==> src/scmm_ram.sv <==
// Generic single-port-write, registered-read RAM.
module scmm_ram #(
	parameter int WIDTH = 48,
	parameter int DEPTH = 32
) (
	input  logic                     clk,
	input  logic                     we,
	input  logic [$clog2(DEPTH)-1:0] waddr,
	input  logic [WIDTH-1:0]         wdata,
	input  logic                     re,
	input  logic [$clog2(DEPTH)-1:0] raddr,
	output logic [WIDTH-1:0]         rdata
);

	logic [WIDTH-1:0] mem_q [DEPTH];

	always_ff @(posedge clk) begin
		if (we) begin
			mem_q[waddr] <= wdata;
		end
		if (re) begin
			rdata <= mem_q[raddr];
		end
	end

endmodule

==> config.mk <==
export PLATFORM = sky130hd
export DESIGN_NAME = scmm_ram
export DESIGN_NICKNAME = d
export VERILOG_FILES = /design/src/scmm_ram.sv
export SDC_FILE = /design/constraint.sdc
export NUM_CORES = 1
export LEC_CHECK = 0
export CAP_MARGIN = 5
export CORE_MARGIN = 5
export CORE_UTILIZATION = 63
export DETAILED_ROUTE_END_ITERATION = 7
export DONT_BUFFER_PORTS = 1
export PLACE_DENSITY = 0.8
export REMOVE_ABC_BUFFERS = 1
export SYNTH_ARGS = -nofsm -noshare
export SYNTH_HDL_FRONTEND = slang
export SYNTH_SLANG_ARGS = --single-unit
==> constraint.sdc <==
create_clock -name clk -period 5.4 [get_ports clk]
set_clock_uncertainty 0.05 [all_clocks]
set_input_delay 0.81 -clock clk [delete_from_list [all_inputs] [get_ports clk]]
set_output_delay 0.81 -clock clk [all_outputs]
set_load 0.03 [all_outputs]
==> results of run 1 <==
worst min-delay path by stage:
stage	startpoint	end	cells past startpoint	slack (ps)
3_5_place_dp	mem_q[16][26]	rdata[26]	4	620
4_1_cts	wdata[13]	mem_q[29][13]	0	40
6_report	wdata[43]	mem_q[27][43]	0	80
5_1_grt	wdata[5]	mem_q[15][5]	0	60
2_1_floorplan	mem_q[16][46]	rdata[46]	4	580
3_3_place_gp	mem_q[16][16]	rdata[16]	4	610
cell families after synthesis:
kind of cell / Yosys count
AO/OA/AOI/OAI: 432
multiplexers: 768
buffers and inverters: 191
AND/OR/NAND/NOR: 389
flip-flops: 1584
final cells by class:
cell class | instances | area [sq um]
timing repair buffer | 68 | 740.7
sequential | 1584 | 47570
clock buffer | 187 | 3999
fill | 5646 | 29180
tap | 1276 | 1597
clock inverter | 86 | 820.8
multi-input combinational | 1589 | 12660
critical path, stage by stage:
cell and delay (ps):
buf_16 780, buf_16 740, mux2i_1 290, a22oi_1 130
a31oi_1 470, nand3_1 150
per-layer routing:
layer	part of all wire (%)	wire, um	vias up
met3	10	14980	318
met5	0	0	-
li1	-	-	13490
met4	3.7	5447	0
met1	36	52910	16270
met2	50	73660	2043
synthesized netlist by cell type:
library cell / n
a21oi_1: 144
a22o_1: 96
a22oi_1: 144
a31oi_1: 48
and2_1: 1
and2b_1: 1
buf_1: 7
buf_2: 42
buf_4: 38
buf_6: 42
buf_8: 2
clkbuf_1: 59
clkbuf_4: 1
edfxtp_1: 1584
mux2i_1: 768
nand2_1: 146
nand2b_1: 2
nand3_1: 146
nand3b_1: 5
nor2_1: 34
nor2b_1: 1
nor3_1: 48
or2_2: 1
or3_1: 1
or3b_2: 3
stage by stage:
| step | hold slack, ps | setup TNS, ps | power (mW) | util (%) | instances |
|---|---|---|---|---|---|
| 2_1_floorplan | 580.0 | -132990 | 14.66 | - | 3173 |
| 3_3_place_gp | 609.8 | 0 | 14.92 | 64.67 | 4513 |
| 3_5_place_dp | 619.7 | 0 | 14.95 | 64.67 | 4513 |
| 4_1_cts | 39.81 | 0 | 25.09 | 69.66 | 4786 |
| 5_1_grt | 58.19 | 0 | 25.83 | 69.78 | 4790 |
| 6_report | 80.41 | 0 | 25.18 | 69.78 | 4790 |
state kept, by name (all words and copies together) (netlist names):
register  cells
mem_q      1536
rdata        48
power groups by stage:
stage          clock network [mW]  logic (mW)  registers [mW]
3_3_place_gp                    0       0.795            14.1
6_report                     10.3       0.971            13.9
2_1_floorplan                   0       0.561            14.1
4_1_cts                      10.4       0.829            13.9
5_1_grt                      10.9        1.02            13.9
3_5_place_dp                    0       0.816            14.1
==> results.tsv, run 1 <==
metric	value	unit
Port Buffers	0	
Least-Margin Pin Slew	1349	ps
DR WL/cell	30.69	um
first-pass GRT wire length	212300	um
Starting DRT DRC Count	4486	
mux share of post-synthesis cell area	12.56	%
fin crit period	3641	ps
PostCTS Resize Cnt	0	
Yosys warning count	0	
Clk pwr share	41.1	%
GRT overflow	0	
Max VDD drop	0.3446	mV
routed wire length	147000	um
CTS tree	built	
I/O pin cnt	109	
crit-path max FO	178	
WP data arrival	4060	ps
Highest Clock Rate	274.6	MHz
Worst-path clk slew	60	ps
reg-to-reg endpoint	rdata[15]	
main area contributors after synthesis	edfxtp_1 (78%), mux2i_1 (13%), a22oi_1 (1.8%)	
sequential fraction of the synthesis area	77.72	%
Root Driver	clkbuf_16	
logic gate share of total power	3.9	%
initial antenna violation count	0	
number of detailed-route iterations in the first pass	6	
most common cell after layout, fill and taps aside	edfxtp_1	
GR peak layer	met2	
# diodes	0	
switching pwr	5.197	mW
Final nets	3454	
Seq pwr share	55.1	%
simple-gate portion of the synthesized area	2.868	%
Post CTS Setup Buffer Count	0	
Synth Area in XOR/XNOR	0	%
die height	321.7	um
main combinational cell family by area after synthesis	multiplexers	
Setup WS post-layout	1759	ps
worst setup path end	rdata[3]	
RR Startpoint	mem_q[5][15]	
core area	0.09657	sq mm
via count	32120	
relative slew slack	9.870	%
Die Width	321.7	um
Pwr Density	373.7	mW/mm^2
Syn Area/Cell	18.19	sq um
GRT Resource Usage Total	28.02	%
dpl hpwl	79230	um
met3 Use GR	5.448	%
leakage power	23.17	nW
Vias/cell	6.705	
crit path launch type	input pin	
Slew Limit Fails	0	
fin crit share	67.43	%
Post-CTS Hold Buffers	0	
Synth top area share	77.72	%
Design Area, Final	0.06738	sq mm
clock sink count	1584	
worst hold path type	input pin to flop	
FF-to-FF path depth	5	
Starting Density	63.38	%
H-tree depth	4	
R2R setup slack	3540	ps
Final setup viols	0	
Final ANT Viol Nets	0	
crit end category	flop	
Synth Instances	3364	
# rows	114	
top cell type by total area after synthesis	edfxtp_1	
vias in the first global route	32290	
RSZ-0062 raised after global routing	no	
Hold Violations, Final	0	
deepest clock path buffer count	3	
met1 usage	37.53	%
Inserted Clock Buffers	150	
largest net degree at the start of global routing	769	
gpl congestion	0.8109	
Syn-to-layout area delta	10.09	%
critical path type	input pin to flop	
Remaining DRCs	0	
met2 Use GR	46.83	%
Worst Path Required	5820	ps
Synth cell types	25	
die area	0.1035	sq mm
most frequent cells in the layout	edfxtp_1 (1,584), mux2i_1 (768), clkbuf_16 (155), nand3_1 (146), nand2_1 (145)	
post-place setup slack	1902	ps
Synth Area in Compound Gates	4.808	%
Pint	19.98	mW
crit path from	raddr[0]	
Yosys reg bits	1584	
Sw Ratio	20.64	%
Placed Instance Area	0.06245	sq mm
outcome	finished clean	
Clock Latency Late Sink	780	ps
share of cells above drive strength 1	8.993	%
mapped cell area	0.06120	sq mm
post-synthesis adder-cell area fraction	0	%
max cap viols	0	
No activity file was read; power rests on OpenSTA's default activity.
==> run 2, diff against run 1 <==
- clock period: 5.4 -> 3.6 ns (I/O delays scaled with it)
==> run 2 against run 1 <==
Net effect: hold slack got worse by 33 ps; total power rose by 51%; non-clock buffer count rose by 53; critical path depth rose by 2; die area did not move; setup slack got worse by 1500 ps; wire length fell by 3.8%; first-iteration DRC count fell by 8.3%; clock-buffer cell count rose by 4; largest cell class unchanged; highest routed layer is now met5.
==> results.tsv, run 2 (synthesis gave the netlist of run 1 again) <==
metric	value	unit	change
Die Width	321.7	um	unchanged
deepest clock path buffer count	3		unchanged
number of detailed-route iterations in the first pass	6		unchanged
Worst-path clk slew	60	ps	about the same
GR peak layer	met2		
H-tree depth	4		unchanged
Pwr Density	556.4	mW/mm^2	+49%
crit-path max FO	146		-18%
fin cells	4848		+1.2%
Vias/cell	6.600		-1.6%
Final nets	3509		+1.6%
die height	321.7	um	unchanged
core area	0.09657	sq mm	unchanged
Multi-input gate area	0.01266	sq mm	unchanged
filler instances	5530		-2.1%
most frequent CP cell	buf_16		
met2 Use GR	44.16	%	-2.7 points
Port Buffers	0		unchanged
RSZ-0062 raised after global routing	no		
Inserted Clock Buffers	152		+1.3%
outcome	finished clean		
Final ANT Viol Nets	0		unchanged
max reg flops	1536		unchanged
max cap viols	0		unchanged
share of cells above drive strength 1	9.050	%	+0.058 points
fin crit share	94.07	%	
Hold Violations, Final	0		unchanged
WP data arrival	3820	ps	-240 ps
worst hold path type	input pin to flop		
Sum Neg Setup Slack	0	ps	unchanged
Starting DRT DRC Count	4112		-8.3%
most common cell after layout, fill and taps aside	edfxtp_1		
critical path's slowest cell	buf_16		
I/O pin cnt	109		unchanged
Design Area, Final	0.06836	sq mm	+1.5%
post-place setup slack	999.3	ps	-902.9 ps
WHS	47.11	ps	-33.30 ps
via count	32000		-0.37%
Remaining DRCs	0		unchanged
relative slew slack	13.96	%	+4.1 points
cells along the critical path	buf_16 > buf_16 > buf_16 > mux2i_1 > a22o_1 > nor3_1 > a31oi_1 > nand3_1		
GRT Resource Usage Total	26.93	%	-1.1 points
routed wire length	141500	um	-3.8%
placed cell count	4515		+0.044%
Starting Density	63.38	%	unchanged
initial antenna violation count	3		+3
Largest regs	mem_q (1536), rdata (48)		
GRT overflow	0		unchanged
Largest Register	mem_q		
# rows	114		unchanged
DR WL/cell	29.18	um	-4.9%
fin crit period	3386	ps	
PostCTS Resize Cnt	0		unchanged
die area	0.1035	sq mm	unchanged
Final setup viols	0		unchanged
dpl hpwl	67230	um	-15%
vias in the first global route	32320		+0.084%
Max VDD drop	0.5015	mV	+46%
largest net degree at the start of global routing	769		unchanged
Register Area	0.04757	sq mm	unchanged
Least-Margin Pin Slew	1291	ps	-58.21 ps
Syn-to-layout area delta	11.70	%	
Clock Latency Late Sink	750	ps	-30 ps
met1 usage	36.29	%	-1.2 points
crit path launch type	input pin		
leakage power	23.53	nW	+1.5%
Setup WS post-layout	213.6	ps	-1545 ps
clock sink count	1584		unchanged
Placed Instance Area	0.06283	sq mm	+0.61%
critical path type	input pin to flop		
Highest Clock Rate	295.3	MHz	
Worst Path Required	4030	ps	-1790 ps
most frequent cells in the layout	edfxtp_1 (1,584), mux2i_1 (768), clkbuf_16 (160), nand3_1 (146), nand2_1 (145)		
met3 Use GR	5.661	%	+0.21 points
Post CTS Setup Buffer Count	0		unchanged
Slew Limit Fails	0		unchanged
crit-path max cell delay	650	ps	-130 ps
gpl congestion	0.7720		-4.8%
Root Driver	clkbuf_16		
crit end category	flop		
CTS tree	built		
first-pass GRT wire length	205700	um	-3.1%
[run 2: final timing paths]
path              slack (ps)     startpoint  cells past startpoint            to
setup / recovery         210       raddr[0]                      8     rdata[16]
hold / removal            50      wdata[38]                      1  mem_q[9][38]
setup reg to reg        1950   mem_q[19][8]                      4      rdata[8]
hold reg to reg          620  mem_q[16][20]                      4     rdata[20]
[run 2: area by class of cell]
| class | count | area share [%] |
|---|---|---|
| Multi-Input combinational cell | 1589 | 18.52 |
| Tap cell | 1276 | 2.335 |
| Timing Repair Buffer | 121 | 2.471 |
| Sequential cell | 1584 | 69.58 |
| Clock buffer | 191 | 5.996 |
| Clock inverter | 84 | 1.094 |
| Antenna cell | 3 | 0.01098 |
[run 2: where the power goes]
part           internal, mW  switching, mW  total [mW]
Combinational         0.598           1.18        1.78
Sequential             20.6          0.207        20.8
Clock                  8.93           6.53        15.5
[run 2: critical path: cells and delay by family]
kind / cells / cell delay (ps)
buf+inv: 3 / 1820
compound gates: 2 / 400
mux: 1 / 300
simple gates: 2 / 140
[run 2: timing repair]
action,4_1_cts,5_1_grt
hold buffers,49,0
endpoints found under the hold margin,1584,0
setup endpoints to repair,0,10
[run 2: metrics by stage]
stage                     util (%)  total power, mW
final                        70.80            38.04
after global placement       65.06            22.35
after detailed placement     65.06            22.40
after CTS                    70.62            37.93
after global routing         70.79            39.14
after floorplan                  -            21.98
[run 2: routing by layer]
metal,up-vias,share of wire (%)
li1,13620,-
met1,16230,37
met2,1826,49
met3,324,10
met4,2,3.6
met5,-,0.0092
