$ cat config.mk
export PLATFORM = sky130hd
export DESIGN_NAME = scmm_cfg
export DESIGN_NICKNAME = d
export VERILOG_FILES = /design/src/scmm_pkg.sv /design/src/scmm_cfg.sv
export SDC_FILE = /design/constraint.sdc
export NUM_CORES = 1
export LEC_CHECK = 0
export ABC_CLOCK_PERIOD_IN_PS = 1140
export BUFFER_PORTS_ARGS = -buffer_cell sky130_fd_sc_hd__buf_2
export CAP_MARGIN = 10
export CORE_MARGIN = 5
export CORE_UTILIZATION = 35
export DETAILED_ROUTE_END_ITERATION = 8
export HOLD_SLACK_MARGIN = 0.02
export PLACE_DENSITY = 0.65
export SLEW_MARGIN = 10
export SYNTH_ARGS = -nofsm -noshare
export SYNTH_HDL_FRONTEND = slang
export SYNTH_SLANG_ARGS = --single-unit
$ cat constraint.sdc
create_clock -name clk -period 1.14 [get_ports clk]
set_input_delay 0.171 -clock clk [delete_from_list [all_inputs] [get_ports clk]]
set_output_delay 0.171 -clock clk [all_outputs]
set_load 0.02 [all_outputs]
$ cat src/scmm_pkg.sv
// Package with the types, sizes and codes of the sparse matrix multiplier.
package scmm_pkg;

	localparam int ENTRY_DEPTH  = 32;
	localparam int RESULT_DEPTH = 64;
	localparam int ENTRY_AW     = $clog2(ENTRY_DEPTH);
	localparam int ENTRY_CW     = $clog2(ENTRY_DEPTH + 1);
	localparam int RESULT_AW    = $clog2(RESULT_DEPTH);
	localparam int RESULT_CW    = $clog2(RESULT_DEPTH + 1);
	localparam int PADDR_W      = 4;

	localparam logic [1:0] CMD_LOAD_A  = 2'd0;
	localparam logic [1:0] CMD_LOAD_B  = 2'd1;
	localparam logic [1:0] CMD_COMPUTE = 2'd2;

	localparam logic [1:0] STS_OK       = 2'd0;
	localparam logic [1:0] STS_MISMATCH = 2'd1;
	localparam logic [1:0] STS_EMPTY    = 2'd2;
	localparam logic [1:0] STS_OVERFLOW = 2'd3;

	localparam logic [1:0] REG_A_COLS = 2'd0;
	localparam logic [1:0] REG_B_ROWS = 2'd1;
	localparam logic [1:0] REG_COMMON = 2'd2;

	typedef struct packed {
		logic [1:0]         command;
		logic [7:0]         row_index;
		logic [7:0]         col_index;
		logic signed [31:0] entry_value;
	} item_t;

	typedef struct packed {
		logic [7:0]         out_row;
		logic [7:0]         out_col;
		logic signed [31:0] out_value;
		logic [1:0]         status;
		logic               last;
	} result_t;

	typedef struct packed {
		logic [7:0]  row;
		logic [7:0]  col;
		logic [31:0] value;
	} entry_t;

	localparam int ENTRY_W = $bits(entry_t);

	typedef struct packed {
		logic [8:0]  a_cols;
		logic [8:0]  b_rows;
		logic [31:0] common_value;
	} cfg_t;

	typedef struct packed {
		logic                we;
		logic [ENTRY_AW-1:0] waddr;
		entry_t              wdata;
		logic                re;
		logic [ENTRY_AW-1:0] raddr;
	} entry_port_t;

	typedef struct packed {
		logic                 we;
		logic [RESULT_AW-1:0] waddr;
		entry_t               wdata;
		logic                 re;
		logic [RESULT_AW-1:0] raddr;
	} result_port_t;

	typedef enum logic [3:0] {
		ST_IDLE,
		ST_ONE,
		ST_RD_A,
		ST_RD_B,
		ST_PAIR,
		ST_SCAN_RD,
		ST_SCAN_CMP,
		ST_DECIDE,
		ST_EM_RD,
		ST_EM_LD
	} state_t;

endpackage

$ cat src/scmm_cfg.sv
// APB-style configuration registers.
module scmm_cfg (
	input  logic                         clk,
	input  logic                         arst_n,
	input  logic                         psel,
	input  logic                         penable,
	input  logic                         pwrite,
	input  logic [scmm_pkg::PADDR_W-1:0] paddr,
	input  logic [31:0]                  pwdata,
	output logic [31:0]                  prdata,
	output logic                         pready,
	output scmm_pkg::cfg_t               cfg
);

	scmm_pkg::cfg_t cfg_q;
	logic           wr;

	assign wr     = psel & penable & pwrite;
	assign pready = 1'b1;
	assign cfg    = cfg_q;

	always_ff @(posedge clk or negedge arst_n) begin
		if (!arst_n) begin
			cfg_q.a_cols       <= 9'd1;
			cfg_q.b_rows       <= 9'd1;
			cfg_q.common_value <= 32'd0;
		end else if (wr) begin
			case (paddr[3:2])
				scmm_pkg::REG_A_COLS: cfg_q.a_cols       <= pwdata[8:0];
				scmm_pkg::REG_B_ROWS: cfg_q.b_rows       <= pwdata[8:0];
				scmm_pkg::REG_COMMON: cfg_q.common_value <= pwdata;
				default: ;
			endcase
		end
	end

	always_comb begin
		case (paddr[3:2])
			scmm_pkg::REG_A_COLS: prdata = {23'd0, cfg_q.a_cols};
			scmm_pkg::REG_B_ROWS: prdata = {23'd0, cfg_q.b_rows};
			scmm_pkg::REG_COMMON: prdata = cfg_q.common_value;
			default:              prdata = 32'd0;
		endcase
	end

endmodule

==> results.md, run 1 <==
- Final hold vios: 0
- Fin nets: 358
- Final instance area: 3777 µm²
- Vias in the first global route: 1,922
- Synth area leader: dfrtp_1
- Max clock buf depth: 2
- Routability Congestion: 0.7528
- Filler cells: 523
- Setup tns final: -3.688 ns
- Pwr Total: 6.366 mW
- Total GRT Usage: 14.83%
- XOR/XNOR Fraction of Synth Area: 0%
- Hold Path Depth: 2
- Worst hold-check path type: input pin to flop
- N_diodes: 0
- Gate Count Post-Synth: 166
- Worst path arrival time: 1.22 ns
- Main combinational cell family by area after synthesis: multiplexers
- Setup violators final: 34
- CORE AREA: 6350 µm²
- Req. time, crit path: 0.97 ns
- Simple-gate share of the synthesized area: 10.18%
- Largest net degree at the start of global routing: 51
- Syn Std Cell Area: 2286 µm²
- Fin crit share: 122.2%
- Syn nets: 207
- Slowest-stage cell, CP: dfstp_2
- IO Port Bufs: 120
- Final slew viol count: 0
- P_leak: 1.930 nW
- Max-Cap Viols: 0
- Initial core utilization: 36.00%
- # IOs: 124
- Share of post-route cells with drive strength above 1: 76.42%
- CTS tree: built
- Clock Latency Late Sink: 0.30 ns
- Number of buffers created by CTS: 5
- Clock Pin Slew Worst Setup and Hold Paths: 0.09 ns
- Vias: 1,884
- RSZ-0062 raised after global routing: yes
- Crit path largest cell delay: 0.54 ns
- First-pass GRT wire length: 9942 µm
- Total gr overflow: 0
- Violated checks: negative setup slack
- Worst Path Max Fanout: 2
- CTS sink cnt: 50
- Synth area leaders: dfrtp_1 53%, mux2_2 20%, and2_1 6.3%
- Synth Area in Adders: 0%
- CTS Root Cell: clkbuf_8
- Num rows: 29
- Final WL: 6702 µm
- Peak supply drop: 0.8992 mV
- Post-synthesis mux area share: 30.05%
- Number of flip-flops in the largest register: 50
- Drt drc: 0
- Cells along the critical path: mux2i_1 -> o21ai_1 -> buf_4
- Die area: 8247 µm²
- Vert. Die Dim: 90.82 µm
- Initial antenna violation count: 0
- Initial detailed-routing violation count: 44
- DRT antenna net count: 0
- Power Dens Cells: 1685 nW/µm²
- Area Overhead vs Synth: 65.24%
- Pre-CTS WS: -0.2200 ns
- CP endpoint kind: output port
- Via/cell ratio: 4.770
- Initial DRT Pass Iterations: 4
- Horiz. Die Dim: 90.82 µm
- Register area share after synthesis: 54.84%
- Max Clk Rate: 718.0 MHz
- Area share of the largest cell type after synthesis: 52.55%
- Critical path class: flop to output port
- Layout Skew: 0 ns
- Min cycle time layout: 1.393 ns
- Commonest non-fill, non-tap cell in the layout: buf_2
- Post-synthesis register bit count: 50
- Worst-case reg-to-reg path depth: 3
- Routed wire per std cell: 16.97 µm
- Warnings, synthesis: 0
- Synth cell types: 19
- Commonest non-fill, non-tap cells in the layout: 77 x buf_2, 49 x buf_6, 48 x dfrtp_1, 28 x mux2_2, 23 x and2_4
- Nature of the critical path startpoint: flop
- Hpwl dp: 4368 µm
- Placed inst area: 3151 µm²
- Crit path setup slack, layout: -0.2527 ns
- Synth Area per Inst: 13.77 µm²
- Synth Area in Compound Gates: 1.970%
- Status: complete, but fails checks
- CTS H-tree depth: 2
==> layer usage <==
layer / up-vias / track usage (%) / part of all wire (%)
met5: - / 0 / 0
met4: 0 / 4.523 / 1.5
met3: 8 / 4.083 / 5.7
met2: 62 / 24.64 / 54
met1: 940 / 18.76 / 39
li1: 874 / - / -
==> synth_stat cells, drive strengths merged <==
cell and instances:
nand2 9, and2b 1, conb 1, dfstp 2, o21ai 9, nor3 1
and2 23, buf 7, clkbuf 3, or3b 1, mux2i 9, nor3b 1
mux2 50, dfrtp 48, nand3 1
==> where the power goes <==
group / total, mW / switching [mW] / internal [mW]
combinational: 2.78 / 1.33 / 1.45
sequential: 2.52 / 0.316 / 2.20
clock: 1.07 / 0.585 / 0.489
==> critical path: cells and delay by family, from the launching register on <==
kind | cells | cell delay, ns
mux | 1 | 0.06
compound gates | 1 | 0.15
buf+inv | 1 | 0.17
flops | 1 | 0.54
==> kinds of logic after synthesis <==
| kind of cell | after synthesis |
|---|---|
| flip-flops | 50 |
| AND/OR/NAND/NOR | 37 |
| AO/OA/AOI/OAI | 9 |
| buffers and inverters | 10 |
| multiplexers | 59 |
| other | 1 |
==> final timing paths <==
path / slack [ns] / to / startpoint
worst max-delay path: -0.25 / prdata[0] / cfg[41]$_DFFE_PN1P_
worst min-delay path: 0.1 / cfg[20]$_DFFE_PN0P_ / pwdata[20]
worst max register to register: 0.13 / cfg[45]$_DFFE_PN0P_ / cfg[45]$_DFFE_PN0P_
worst min register to register: 0.54 / cfg[20]$_DFFE_PN0P_ / cfg[20]$_DFFE_PN0P_
max in group asynchronous: 0.48 / cfg[41]$_DFFE_PN1P_ / arst_n
min in group asynchronous: 0.38 / cfg[42]$_DFFE_PN0P_ / arst_n
==> repair_timing <==
| action | CTS | global route |
|---|---|---|
| pin swaps | 1 | 2 |
| cloned | 0 | 3 |
| resized for setup | 33 | 85 |
| hold buffers | 1 | 0 |
| hold endpoints to repair | 48 | 0 |
| buffers inserted | 11 | 4 |
| setup endpoints to repair | 34 | 44 |
==> final cells by class <==
type | instances | area, µm² | share of cell area (%)
timing repair buffer | 154 | 1230 | 32.56
sequential | 50 | 1254 | 33.19
multi-input combinational | 106 | 1102 | 29.18
clock buffer | 6 | 82.58 | 2.186
tap | 77 | 96.34 | 2.551
clock inverter | 2 | 12.51 | 0.3312
==> through the flow <==
step	instances	hold slack [ns]	util [%]
2_1_floorplan	166	-0.1246	-
3_3_place_gp	369	0.1797	49.62
3_5_place_dp	369	0.1843	49.62
4_1_cts	389	0.08254	54.17
5_1_grt	395	0.08929	59.49
6_report	395	0.09667	59.49
No activity file was read; power rests on OpenSTA's default activity.
==> run 2, diff against run 1 <==
--- a/config.mk
+++ b/config.mk
@@ -5,6 +5,7 @@
 export SDC_FILE = /design/constraint.sdc
 export NUM_CORES = 1
 export LEC_CHECK = 0
+export ABC_AREA = 1
 export ABC_CLOCK_PERIOD_IN_PS = 1140
 export BUFFER_PORTS_ARGS = -buffer_cell sky130_fd_sc_hd__buf_2
 export CAP_MARGIN = 10
@@ -12,7 +13,6 @@
 export CORE_UTILIZATION = 35
 export DETAILED_ROUTE_END_ITERATION = 8
 export HOLD_SLACK_MARGIN = 0.02
-export PLACE_DENSITY = 0.65
 export SLEW_MARGIN = 10
 export SYNTH_ARGS = -nofsm -noshare
 export SYNTH_HDL_FRONTEND = slang
==> run 2 against run 1 <==
Effect of this change:
- the flow still finishes with violations (negative setup slack)
- total power shrank 4.0%
- clock power rose by 10%
- via count up 30%
- hold slack got worse by 0.020 ns
- die area increased by 3.6%
- global-route usage grew 1.4 points
- sequential power is 4% lower
- final area rose by 3.8%
- clock skew is the same
- synthesized area increased by 4.1%
- non-clock buffer count up 15
- sequential share of layout area down 1.2 points
- critical endpoint unchanged
- largest cell class is now buffers
==> results.md, run 2 <==
- First-pass GRT wire length: 11,210 µm
- Routability Congestion: 0.7655
- Num rows: 30
- Synth area leaders: dfrtp_1 50%, nand2_1 27%, inv_1 3.8%
- Syn nets: 351
- RSZ-0062 raised after global routing: yes
- Grt met1 use: 19.76%
- Setup violators final: 16
- CTS tree: built
- Register area share after synthesis: 52.71%
- Worst-case reg-to-reg path depth: 4
- Fin nets: 518
- Routing usage on met2: 28.46%
- CTS Root Cell: clkbuf_8
- Fin crit share: 112.1%
- N_diodes: 0
- Synth cell types: 18
- Met3 usage: 3.006%
- Hpwl dp: 4887 µm
- Fin util: 58.34%
- Layout Skew: 0 ns
- Synth area leader: dfrtp_1
- Power Dens Cells: 1560 nW/µm²
- Status: complete, but fails checks
- Commonest non-fill, non-tap cells in the layout: 168 x nand2_1, 73 x buf_2, 52 x buf_4, 48 x dfrtp_1, 35 x buf_6
- Dpl cells: 514
- Initial DRT Pass Iterations: 4
- Post-synthesis register bit count: 50
- FF/Latch Area: 1254 µm²
- Placed inst area: 3163 µm²
- CTS H-tree depth: 2
- Top cells by count, synth: 170 x nand2_1, 48 x dfrtp_1, 24 x inv_1
- Initial core utilization: 35.40%
- Die area: 8544 µm²
- Final WL: 7266 µm
- Commonest non-fill, non-tap cell in the layout: nand2_1
- Cell with the most instances after synthesis: nand2_1
- Area Overhead vs Synth: 64.81%
- Pre-CTS WS: -0.01755 ns
- Via/cell ratio: 4.398
- Crit path setup slack, layout: -0.1384 ns
- Filler cells: 649
- Total gr overflow: 0
- Clock Pin Slew Worst Setup and Hold Paths: 0.09 ns
- Total GRT Usage: 16.24%
- Vert. Die Dim: 92.44 µm
- Final hold vios: 0
- Hold Path Depth: 3
- # IOs: 124
- Peak supply drop: 0.6467 mV
- Synth Area per Inst: 7.673 µm²
- Max-Cap Viols: 0
- GR peak layer: met2
- Critical path class: flop to output port
- Worst hold-check path type: input pin to flop
- CP endpoint kind: output port
- Max Clk Rate: 782.2 MHz
- Drt drc: 0
- Worst hold margin: 0.07638 ns
- Initial antenna violation count: 0
- Post-synth top flop: dfrtp_1
- Worst path arrival time: 1.11 ns
- Final instance area: 3920 µm²
- Number of buffers created by CTS: 5
- FFs w/ async S/R, synth: 100.0%
- Area share of the largest cell type after synthesis: 50.50%
- Max clock buf depth: 2
- Final slew viol count: 0
- Largest net degree at the start of global routing: 51
- Multi-input logic area: 1018 µm²
- DRT antenna net count: 0
- Clock Latency Late Sink: 0.29 ns
- Post-synth EDFFs: 0
- Worst Path Max Fanout: 3
- Vias in the first global route: 2,322
- Violated checks: negative setup slack
- Pwr Total: 6.114 mW
- Min cycle time layout: 1.278 ns
- Gate Count Post-Synth: 310
- IO Port Bufs: 120
- Initial detailed-routing violation count: 72
- P_leak: 2.309 nW
- Req. time, crit path: 0.97 ns
- Horiz. Die Dim: 92.44 µm
- Post-Layout Cell Count: 558
- Number of flip-flops in the largest register: 50
- Routed wire per std cell: 13.02 µm
- Vias: 2,454
- Syn Std Cell Area: 2379 µm²
- CTS sink cnt: 50
- Warnings, synthesis: 0
- Share of post-route cells with drive strength above 1: 47.07%
- Setup tns final: -0.6319 ns
- CORE AREA: 6719 µm²
- Nature of the critical path startpoint: flop
-- run 2: cell types whose count changed in the layout (fill, tap and decap cells not counted), sizes merged, moves of 9 or more --
cell   before  now
mux2       50    0
buf       151  167
nand2       9  184
inv         0   28
mux2i       9    0
and2       23    0
o21ai       9    0
nand3       1   10
nor2        0   28
-- run 2: what timing repair did --
item	CTS	global route
gates cloned	0	1
hold buffers	1	0
pin swaps	26	22
buffers inserted	11	23
hold endpoints to repair	48	0
endpoints found under the setup margin	32	41
resized for setup	64	46
-- run 2: cell type report --
type                       count  share of cell area [%]
clock buffer                   8                   2.809
inverter                      28                   2.873
multi-input combinational    223                   25.98
sequential                    50                   31.98
tap                           80                   2.553
timing repair buffer         169                   33.80
-- run 2: power by group --
group	internal [mW]	switching, mW
registers	2.15	0.285
clock network	0.614	0.565
logic	1.16	1.35
-- run 2: final timing paths --
kind | startpoint | slack (ns) | endpoint
worst max-delay path | cfg[41]$_DFFE_PN1P_ | -0.14 | prdata[0]
worst min-delay path | pwdata[29] | 0.08 | cfg[29]$_DFFE_PN0P_
worst max register to register | cfg[31]$_DFFE_PN0P_ | 0.25 | cfg[31]$_DFFE_PN0P_
worst min register to register | cfg[15]$_DFFE_PN0P_ | 0.49 | cfg[15]$_DFFE_PN0P_
max in group asynchronous | arst_n | 0.45 | cfg[41]$_DFFE_PN1P_
min in group asynchronous | arst_n | 0.38 | cfg[8]$_DFFE_PN0P_
-- run 2: metal layers --
layer	vias up	wire, µm
li1	1240	-
met1	1149	2994
met2	59	3883
met3	6	298
met4	0	89
met5	-	0
-- run 2: critical path, stage by stage (launching register included) --
cell and delay, ns:
dfstp_2 0.57, nand2_2 0.06, nand3_2 0.08, buf_6 0.11
-- run 2: logic make-up (layout without fill, tap and decap cells) --
kind of cell	Yosys count	after routing	synth area share, %
flip-flops	50	50	52.71
other	1	1	0.1577
AND/OR/NAND/NOR	222	222	38.77
buffers and inverters	37	205	8.364
