### src/scmm_pkg.sv
// Package with the types, sizes and codes of the sparse matrix multiplier.
package scmm_pkg;

	localparam int ENTRY_DEPTH  = 32;
	localparam int RESULT_DEPTH = 64;
	localparam int ENTRY_AW     = $clog2(ENTRY_DEPTH);
	localparam int ENTRY_CW     = $clog2(ENTRY_DEPTH + 1);
	localparam int RESULT_AW    = $clog2(RESULT_DEPTH);
	localparam int RESULT_CW    = $clog2(RESULT_DEPTH + 1);
	localparam int PADDR_W      = 4;

	localparam logic [1:0] CMD_LOAD_A  = 2'd0;
	localparam logic [1:0] CMD_LOAD_B  = 2'd1;
	localparam logic [1:0] CMD_COMPUTE = 2'd2;

	localparam logic [1:0] STS_OK       = 2'd0;
	localparam logic [1:0] STS_MISMATCH = 2'd1;
	localparam logic [1:0] STS_EMPTY    = 2'd2;
	localparam logic [1:0] STS_OVERFLOW = 2'd3;

	localparam logic [1:0] REG_A_COLS = 2'd0;
	localparam logic [1:0] REG_B_ROWS = 2'd1;
	localparam logic [1:0] REG_COMMON = 2'd2;

	typedef struct packed {
		logic [1:0]         command;
		logic [7:0]         row_index;
		logic [7:0]         col_index;
		logic signed [31:0] entry_value;
	} item_t;

	typedef struct packed {
		logic [7:0]         out_row;
		logic [7:0]         out_col;
		logic signed [31:0] out_value;
		logic [1:0]         status;
		logic               last;
	} result_t;

	typedef struct packed {
		logic [7:0]  row;
		logic [7:0]  col;
		logic [31:0] value;
	} entry_t;

	localparam int ENTRY_W = $bits(entry_t);

	typedef struct packed {
		logic [8:0]  a_cols;
		logic [8:0]  b_rows;
		logic [31:0] common_value;
	} cfg_t;

	typedef struct packed {
		logic                we;
		logic [ENTRY_AW-1:0] waddr;
		entry_t              wdata;
		logic                re;
		logic [ENTRY_AW-1:0] raddr;
	} entry_port_t;

	typedef struct packed {
		logic                 we;
		logic [RESULT_AW-1:0] waddr;
		entry_t               wdata;
		logic                 re;
		logic [RESULT_AW-1:0] raddr;
	} result_port_t;

	typedef enum logic [3:0] {
		ST_IDLE,
		ST_ONE,
		ST_RD_A,
		ST_RD_B,
		ST_PAIR,
		ST_SCAN_RD,
		ST_SCAN_CMP,
		ST_DECIDE,
		ST_EM_RD,
		ST_EM_LD
	} state_t;

endpackage

### src/scmm_engine.sv
// Sequencer that loads entries, walks the pairs and accumulates into the result memory.
module scmm_engine (
	input  logic                        clk,
	input  logic                        arst_n,
	input  scmm_pkg::cfg_t              cfg,
	input  logic                        item_valid,
	output logic                        item_ready,
	input  scmm_pkg::item_t             item,
	output logic                        result_valid,
	input  logic                        result_ready,
	output scmm_pkg::result_t           result,
	output scmm_pkg::entry_port_t       a_port,
	input  scmm_pkg::entry_t            a_rd,
	output scmm_pkg::entry_port_t       b_port,
	input  scmm_pkg::entry_t            b_rd,
	output scmm_pkg::result_port_t      p_port,
	input  scmm_pkg::entry_t            p_rd
);

	scmm_pkg::state_t                   state_q, state_nxt, loop_next;
	logic [scmm_pkg::ENTRY_CW-1:0]      a_count_q, b_count_q, i_q, j_q;
	logic [scmm_pkg::RESULT_CW-1:0]     pcount_q, k_q;
	logic                               ovf_q;
	logic [1:0]                         status_q;
	logic [31:0]                        prod_q;
	logic                               result_valid_q;
	scmm_pkg::result_t                  result_q;

	logic accept, is_cmp, to_one, pair_hit, scan_hit, last_j, last_i, scan_end;
	logic out_free, advance, loop_end, new_ok, room, grow;

	assign accept   = item_valid & item_ready;
	assign is_cmp   = item.command == scmm_pkg::CMD_COMPUTE;
	assign to_one   = (cfg.a_cols != cfg.b_rows) || (a_count_q == '0) || (b_count_q == '0);
	assign pair_hit = a_rd.col == b_rd.row;
	assign scan_hit = (p_rd.row == a_rd.row) && (p_rd.col == b_rd.col);
	assign last_j   = (j_q + 1'b1) == b_count_q;
	assign last_i   = (i_q + 1'b1) == a_count_q;
	assign scan_end = (k_q + 1'b1) == pcount_q;
	assign out_free = !result_valid_q || result_ready;
	assign room     = pcount_q < scmm_pkg::RESULT_CW'(scmm_pkg::RESULT_DEPTH);
	assign new_ok   = (prod_q != cfg.common_value) && room;
	assign grow     = (state_q == scmm_pkg::ST_DECIDE) && new_ok;
	assign advance  = (state_q == scmm_pkg::ST_PAIR && !pair_hit)
		|| (state_q == scmm_pkg::ST_SCAN_CMP && scan_hit)
		|| (state_q == scmm_pkg::ST_DECIDE);
	assign loop_end = advance && last_j && last_i;

	always_comb begin
		if (!last_j) begin
			loop_next = scmm_pkg::ST_RD_B;
		end else if (!last_i) begin
			loop_next = scmm_pkg::ST_RD_A;
		end else if (pcount_q == '0 && !grow) begin
			loop_next = scmm_pkg::ST_ONE;
		end else begin
			loop_next = scmm_pkg::ST_EM_RD;
		end
	end

	always_comb begin
		state_nxt = state_q;
		case (state_q)
			scmm_pkg::ST_IDLE: begin
				if (accept && is_cmp) begin
					state_nxt = to_one ? scmm_pkg::ST_ONE : scmm_pkg::ST_RD_A;
				end
			end
			scmm_pkg::ST_ONE: begin
				if (out_free) begin
					state_nxt = scmm_pkg::ST_IDLE;
				end
			end
			scmm_pkg::ST_RD_A:     state_nxt = scmm_pkg::ST_RD_B;
			scmm_pkg::ST_RD_B:     state_nxt = scmm_pkg::ST_PAIR;
			scmm_pkg::ST_PAIR: begin
				if (!pair_hit) begin
					state_nxt = loop_next;
				end else if (pcount_q == '0) begin
					state_nxt = scmm_pkg::ST_DECIDE;
				end else begin
					state_nxt = scmm_pkg::ST_SCAN_RD;
				end
			end
			scmm_pkg::ST_SCAN_RD:  state_nxt = scmm_pkg::ST_SCAN_CMP;
			scmm_pkg::ST_SCAN_CMP: begin
				if (scan_hit) begin
					state_nxt = loop_next;
				end else if (scan_end) begin
					state_nxt = scmm_pkg::ST_DECIDE;
				end else begin
					state_nxt = scmm_pkg::ST_SCAN_RD;
				end
			end
			scmm_pkg::ST_DECIDE:   state_nxt = loop_next;
			scmm_pkg::ST_EM_RD:    state_nxt = scmm_pkg::ST_EM_LD;
			scmm_pkg::ST_EM_LD: begin
				if (out_free) begin
					state_nxt = scan_end ? scmm_pkg::ST_IDLE : scmm_pkg::ST_EM_RD;
				end
			end
			default:               state_nxt = scmm_pkg::ST_IDLE;
		endcase
	end

	always_comb begin
		item_ready = state_q == scmm_pkg::ST_IDLE;

		a_port.we    = accept && item.command == scmm_pkg::CMD_LOAD_A
			&& a_count_q < scmm_pkg::ENTRY_CW'(scmm_pkg::ENTRY_DEPTH);
		a_port.waddr = a_count_q[scmm_pkg::ENTRY_AW-1:0];
		a_port.wdata = {item.row_index, item.col_index, item.entry_value};
		a_port.re    = state_q == scmm_pkg::ST_RD_A;
		a_port.raddr = i_q[scmm_pkg::ENTRY_AW-1:0];

		b_port.we    = accept && item.command == scmm_pkg::CMD_LOAD_B
			&& b_count_q < scmm_pkg::ENTRY_CW'(scmm_pkg::ENTRY_DEPTH);
		b_port.waddr = b_count_q[scmm_pkg::ENTRY_AW-1:0];
		b_port.wdata = {item.row_index, item.col_index, item.entry_value};
		b_port.re    = state_q == scmm_pkg::ST_RD_B;
		b_port.raddr = j_q[scmm_pkg::ENTRY_AW-1:0];

		p_port.re    = state_q == scmm_pkg::ST_SCAN_RD || state_q == scmm_pkg::ST_EM_RD;
		p_port.raddr = k_q[scmm_pkg::RESULT_AW-1:0];
		if (state_q == scmm_pkg::ST_SCAN_CMP) begin
			p_port.we    = scan_hit;
			p_port.waddr = k_q[scmm_pkg::RESULT_AW-1:0];
			p_port.wdata = {p_rd.row, p_rd.col, p_rd.value + prod_q};
		end else begin
			p_port.we    = state_q == scmm_pkg::ST_DECIDE && new_ok;
			p_port.waddr = pcount_q[scmm_pkg::RESULT_AW-1:0];
			p_port.wdata = {a_rd.row, b_rd.col, prod_q};
		end
	end

	always_ff @(posedge clk or negedge arst_n) begin
		if (!arst_n) begin
			state_q        <= scmm_pkg::ST_IDLE;
			a_count_q      <= '0;
			b_count_q      <= '0;
			i_q            <= '0;
			j_q            <= '0;
			k_q            <= '0;
			pcount_q       <= '0;
			ovf_q          <= 1'b0;
			status_q       <= scmm_pkg::STS_OK;
			result_valid_q <= 1'b0;
		end else begin
			state_q <= state_nxt;
			if (a_port.we) begin
				a_count_q <= a_count_q + 1'b1;
			end
			if (b_port.we) begin
				b_count_q <= b_count_q + 1'b1;
			end
			if (accept && is_cmp) begin
				i_q      <= '0;
				j_q      <= '0;
				pcount_q <= '0;
				ovf_q    <= 1'b0;
				status_q <= (cfg.a_cols != cfg.b_rows) ? scmm_pkg::STS_MISMATCH
					: scmm_pkg::STS_EMPTY;
				if (to_one) begin
					a_count_q <= '0;
					b_count_q <= '0;
				end
			end
			if (advance) begin
				j_q <= last_j ? '0 : j_q + 1'b1;
				if (last_j) begin
					i_q <= i_q + 1'b1;
				end
			end
			if (loop_end) begin
				a_count_q <= '0;
				b_count_q <= '0;
				k_q       <= '0;
				status_q  <= scmm_pkg::STS_EMPTY;
			end
			if (state_q == scmm_pkg::ST_PAIR) begin
				k_q <= '0;
			end
			if (state_q == scmm_pkg::ST_SCAN_CMP && !scan_hit) begin
				k_q <= k_q + 1'b1;
			end
			if (state_q == scmm_pkg::ST_DECIDE && prod_q != cfg.common_value) begin
				if (room) begin
					pcount_q <= pcount_q + 1'b1;
				end else begin
					ovf_q <= 1'b1;
				end
			end
			if (result_ready) begin
				result_valid_q <= 1'b0;
			end
			if ((state_q == scmm_pkg::ST_ONE || state_q == scmm_pkg::ST_EM_LD) && out_free) begin
				result_valid_q <= 1'b1;
			end
			if (state_q == scmm_pkg::ST_EM_LD && out_free) begin
				k_q <= k_q + 1'b1;
			end
		end
	end

	always_ff @(posedge clk) begin
		if (state_q == scmm_pkg::ST_PAIR) begin
			prod_q <= a_rd.value * b_rd.value;
		end
		if (state_q == scmm_pkg::ST_ONE && out_free) begin
			result_q <= {8'd0, 8'd0, 32'sd0, status_q, 1'b1};
		end else if (state_q == scmm_pkg::ST_EM_LD && out_free) begin
			result_q <= {p_rd.row, p_rd.col, p_rd.value,
				ovf_q ? scmm_pkg::STS_OVERFLOW : scmm_pkg::STS_OK, scan_end};
		end
	end

	assign result_valid = result_valid_q;
	assign result       = result_q;

endmodule

### config.mk
export PLATFORM = sky130hd
export DESIGN_NAME = scmm_engine
export DESIGN_NICKNAME = d
export VERILOG_FILES = /design/src/scmm_pkg.sv /design/src/scmm_engine.sv
export SDC_FILE = /design/constraint.sdc
export NUM_CORES = 2
export LEC_CHECK = 0
export BUFFER_PORTS_ARGS = -buffer_cell sky130_fd_sc_hd__buf_2
export CORE_MARGIN = 5
export CORE_UTILIZATION = 45
export CTS_CLUSTER_SIZE = 8
export DETAILED_ROUTE_END_ITERATION = 10
export PLACE_DENSITY_LB_ADDON = 0.1
export SLEW_MARGIN = 15
export SYNTH_ARGS = -nofsm -noshare
export SYNTH_HDL_FRONTEND = slang
export SYNTH_SLANG_ARGS = --single-unit
export TNS_END_PERCENT = 20
### constraint.sdc
create_clock -name clk -period 3.95 [get_ports clk]
set_input_delay 0.79 -clock clk [delete_from_list [all_inputs] [get_ports clk]]
set_output_delay 0.79 -clock clk [all_outputs]
set_load 0.005 [all_outputs]
==> results.env <==
GRT_PASS1_VIAS=21240
CTS_TREE='yes'
RUN_STATUS='complete, but fails checks'
NUMBER_OF_CELLS_PRODUCED_BY_SYNTHESIS=2806
CRITICAL_PATH.REG2REG.ENDPOINT='state_q[3]'
SYNTH_CELL_TYPE_COUNT=73
NUMBER_OF_DETAILED_ROUTING_ITERATIONS_RUN_BEFORE_ANTENNA_REPAIR=5
SYNTH-MAIN-FF-CELL='sky130_fd_sc_hd__dfxtp_1'
SYNTH-EDFF-COUNT=34
MULTI_INPUT_COMB_AREA_UM2=19580
PLACED_AREA_UM2=28640
CLK_PIN_SLEW_WORST_PATHS_PS=60
DESIGN.FINAL.NETS=4058
DIE_WIDTH_UM=244.9
COREAREA_UM2=54880
POST-DP-HPWL_MM=65.43
SETUP_SLACK_OF_THE_CRITICAL_PATH_AFTER_LAYOUT_PS=-2585
REGISTER_AREA_UM2=3154
SYNTHDOMINANTAREACELLTYPE='sky130_fd_sc_hd__fa_1'
MAX_SLEW_MARGIN_PCT=41.10
SETUP.WORST_PATH.CLASS='in2reg'
FLOORPLAN.IO_PINS=483
CRIT_FANOUT=6
SYN_AREA_UM2=24820
GRT_BUSIEST_LAYER='met2'
SYNTH_TOP_AREA_SHARE_PCT=32.99
TIMING.CRITICAL_PATH.TO_TYPE='flop'
FINAL.PERIOD_UTILIZATION_PCT=165.4
HOLD_VIOL_FINAL=0
TIME_THE_WORST_PATH_NEEDS_WITH_I_O_DELAYS_AND_SETUP_PS=6535
POST-ROUTE-DRC-COUNT=0
MAXCLOCKFREQUENCY_GHz=0.1530
TOTALWIRELENGTH_MM=76.40
MAX_CAP_VIOL_COUNT=0
GRT_USE_TOTAL_PCT=25.27
DRT.ANTENNA.VIOLATING_NETS=0
SYNTH_ASYNC_SR_FLOP_SHARE_PCT=35.66
FINALCLOCKSKEW_PS=9.028
FIRST_ITER_VIOLATIONS=851
CLOCK_TREE.HTREE_LEVEL_COUNT=4
GP_CONGESTION=0.9168
NUMCLOCKSINKS=129
VIAS_PER_CELL=5.085
ROOT_BUFFER='sky130_fd_sc_hd__clkbuf_16'
ROW_COUNT=86
FIRST_PASS_GRT_WIRE_LENGTH_MM=119.8
SYNTH_TOP_CELLS_BY_AREA='sky130_fd_sc_hd__fa_1 (33%), sky130_fd_sc_hd__ha_1 (8.2%), sky130_fd_sc_hd__and2_1 (7.1%), sky130_fd_sc_hd__nand2_1 (6.7%), sky130_fd_sc_hd__inv_1 (6.2%)'
WL_PER_CELL_UM=19.31
GRT_START_MAX_NET_PINS=59
SYNTH.YOSYS.WARNINGS=0
GR-USAGE-MET1_PCT=34.85
WORSTREGTOREGCELLS=9
SYN-NUM-NETS=3626
USE_MET2_PCT=42.21
FAILED_CHECKS='setup timing'
TIGHTESTPINTRANSITION_PS=875.4
TIMING.CRITICAL_PATH.ARRIVAL_PS=6720
INSERTION_DELAY_PS=440
FILLER_CELL_COUNT=5045
FLOORPLAN.INITIALDENSITY_PCT=45.23
DRIVE_ABOVE_1_SHARE_PCT=27.28
WORSTHOLDPATHTYPE='in2async'
POST_SYNTH.CELL_AREA_AVG_UM2=8.846
FP.DIEAREA_UM2=59960
PORTBUFFERS=338
SETUP_VIOLATIONS=33
SYNTHTOLAYOUTAREAGROWTH_PCT=22.39
MOST_FREQUENT_STANDARD_CELL_IN_THE_LAYOUT_EXCLUDING_FILL_AND_TAP_CELLS='sky130_fd_sc_hd__nand2_1'
FIN_AREA_UM2=30380
OVERFLOW=0
REPORT.FINAL.SLEW_VIOL_COUNT=0
CTS_MAX_PATH_BUFFERS=2
CTS_INSERTED_BUFFERS=17
ANTENNA_FOUND_INITIAL=1
LAYOUT_COMMON_CELLS='sky130_fd_sc_hd__nand2_1 (432), sky130_fd_sc_hd__inv_1 (394), sky130_fd_sc_hd__fa_1 (383), sky130_fd_sc_hd__buf_2 (309), sky130_fd_sc_hd__buf_4 (285)'
REGTOREGSETUPSLACK_PS=1060
GRT_SETUP_UNREPAIRED='yes'
GRT_UTIL_MET3_PCT=4.715
SYNTH_SEQUENTIAL_AREA_RATIO_PCT=12.70
SYNTH-SEQ-CELLS=129
FLOORPLAN.DIE.HEIGHT_UM=244.9
WORST-ENDPOINT-REQUIRED_PS=4140
STARTPOINT_TYPE='input port'
DETAILROUTE.VIA_COUNT=20120
TIMING.RR.START='k_q[0]'
## how the worst max path moves through the flow
stage / start / to / slack [ps] / depth (start not counted)
floorplan: b_rd[3] / prod_q[29] / -2830 / 25
global placement: b_rd[2] / prod_q[31] / -3310 / 25
detailed placement: b_rd[2] / prod_q[31] / -3400 / 25
CTS: a_rd[13] / prod_q[29] / -2640 / 21
global route: b_rd[5] / prod_q[31] / -2770 / 23
finish: a_rd[20] / prod_q[29] / -2580 / 20
## layer usage
layer  share of wire (%)  vias up
li1                    -     9431
met1                  44    10010
met2                  48      602
met3                 6.3       71
met4                 1.7        0
met5                   0        -
## final cells by class
class | instances | share of cell area [%]
multi-input combinational | 2023 | 64.45
timing repair buffer | 657 | 15.24
sequential | 129 | 10.38
inverter | 410 | 5.066
tap | 704 | 2.900
clock buffer | 18 | 1.413
clock inverter | 14 | 0.5395
antenna | 1 | 0.008237
## what timing repair did
action / in CTS / in global routing
endpoints found under the setup margin: 44 / 46
gates cloned: 0 / 3
pin swaps: 98 / 68
hold buffers: 0 / 0
buffers inserted: 14 / 5
resized for setup: 148 / 93
## cells by family (layout without fill, tap and decap cells)
kind of cell               count (synthesis)  count (layout)  synth area share (%)
DFF                                      129             129                 12.70
adders and majority gates                572             572                 41.20
AOI/OAI and AO/OA                        241             241                 6.185
muxes                                     26              26                 1.169
other                                      0               1                     0
xor gates and xnor gates                 220             220                 7.818
and+or+nand+nor                          964             964                 19.03
buffers and inverters                    654            1099                 11.89
## critical path, cell delays in order
cell and delay [ps]:
sky130_fd_sc_hd__buf_2 160, sky130_fd_sc_hd__buf_4 180, sky130_fd_sc_hd__and2_1 180, sky130_fd_sc_hd__fa_1 530, sky130_fd_sc_hd__inv_1 50, sky130_fd_sc_hd__fa_1 500, sky130_fd_sc_hd__fa_1 480, sky130_fd_sc_hd__fa_1 600
sky130_fd_sc_hd__inv_1 70, sky130_fd_sc_hd__fa_1 490, sky130_fd_sc_hd__fa_1 570, sky130_fd_sc_hd__fa_1 430, sky130_fd_sc_hd__fa_1 440, sky130_fd_sc_hd__ha_1 340, sky130_fd_sc_hd__a21o_1 190, sky130_fd_sc_hd__a21oi_2 180
sky130_fd_sc_hd__o21ai_4 100, sky130_fd_sc_hd__a41oi_2 190, sky130_fd_sc_hd__nor2b_4 190, sky130_fd_sc_hd__xnor2_1 60
## cells in the mapped netlist (4+ instances only)
| cell type | count |
|---|---|
| sky130_fd_sc_hd__o31ai_1 | 7 |
| sky130_fd_sc_hd__edfxtp_1 | 34 |
| sky130_fd_sc_hd__xor2_1 | 87 |
| sky130_fd_sc_hd__nor2_1 | 59 |
| sky130_fd_sc_hd__o21bai_1 | 4 |
| sky130_fd_sc_hd__dfrtp_1 | 46 |
| sky130_fd_sc_hd__o21a_1 | 12 |
| sky130_fd_sc_hd__inv_1 | 409 |
| sky130_fd_sc_hd__a211oi_1 | 9 |
| sky130_fd_sc_hd__nand4b_1 | 4 |
| sky130_fd_sc_hd__or2_2 | 5 |
| sky130_fd_sc_hd__nor4_1 | 12 |
| sky130_fd_sc_hd__clkbuf_1 | 114 |
| sky130_fd_sc_hd__and2_1 | 282 |
| sky130_fd_sc_hd__buf_6 | 5 |
| sky130_fd_sc_hd__o211ai_1 | 11 |
| sky130_fd_sc_hd__nand2b_1 | 17 |
| sky130_fd_sc_hd__nand3_1 | 75 |
| sky130_fd_sc_hd__fa_1 | 409 |
| sky130_fd_sc_hd__ha_1 | 163 |
| sky130_fd_sc_hd__buf_4 | 122 |
| sky130_fd_sc_hd__a21o_1 | 22 |
| sky130_fd_sc_hd__nor2b_1 | 10 |
| sky130_fd_sc_hd__a31oi_1 | 6 |
| sky130_fd_sc_hd__a22o_1 | 4 |
| sky130_fd_sc_hd__a21oi_1 | 58 |
| sky130_fd_sc_hd__and3_1 | 10 |
| sky130_fd_sc_hd__xnor2_1 | 132 |
| sky130_fd_sc_hd__nor3_1 | 11 |
| sky130_fd_sc_hd__nand2_1 | 441 |
| sky130_fd_sc_hd__o21ai_0 | 78 |
| sky130_fd_sc_hd__nand4_1 | 19 |
| sky130_fd_sc_hd__mux2_2 | 24 |
| sky130_fd_sc_hd__dfxtp_1 | 49 |
## flip-flops by register name, summed over array words and instances, names as in the netlist
name,cells
a_count_q,6
b_count_q,6
i_q,6
j_q,6
k_q,7
ovf_q,1
pcount_q,7
prod_q,32
result,51
result_valid,1
state_q,4
status_q,2
## per-stage QoR
stage          std cells  hold slack [ps]  util [%]  TNS, ps  worst slack (ps)
2_1_floorplan       2806            434.4         -   -56800             -2827
3_3_place_gp        3901            417.4     52.20   -70210             -3315
3_5_place_dp        3901            423.6     52.20   -72050             -3402
4_1_cts             3947            434.7     54.50   -53060             -2642
5_1_grt             3955            401.4     55.35   -58390             -2773
6_report            3956            345.9     55.36   -52000             -2585
Power is not shown: default switching activity piles up to over one toggle a cycle in this logic, so the estimate is an artifact.
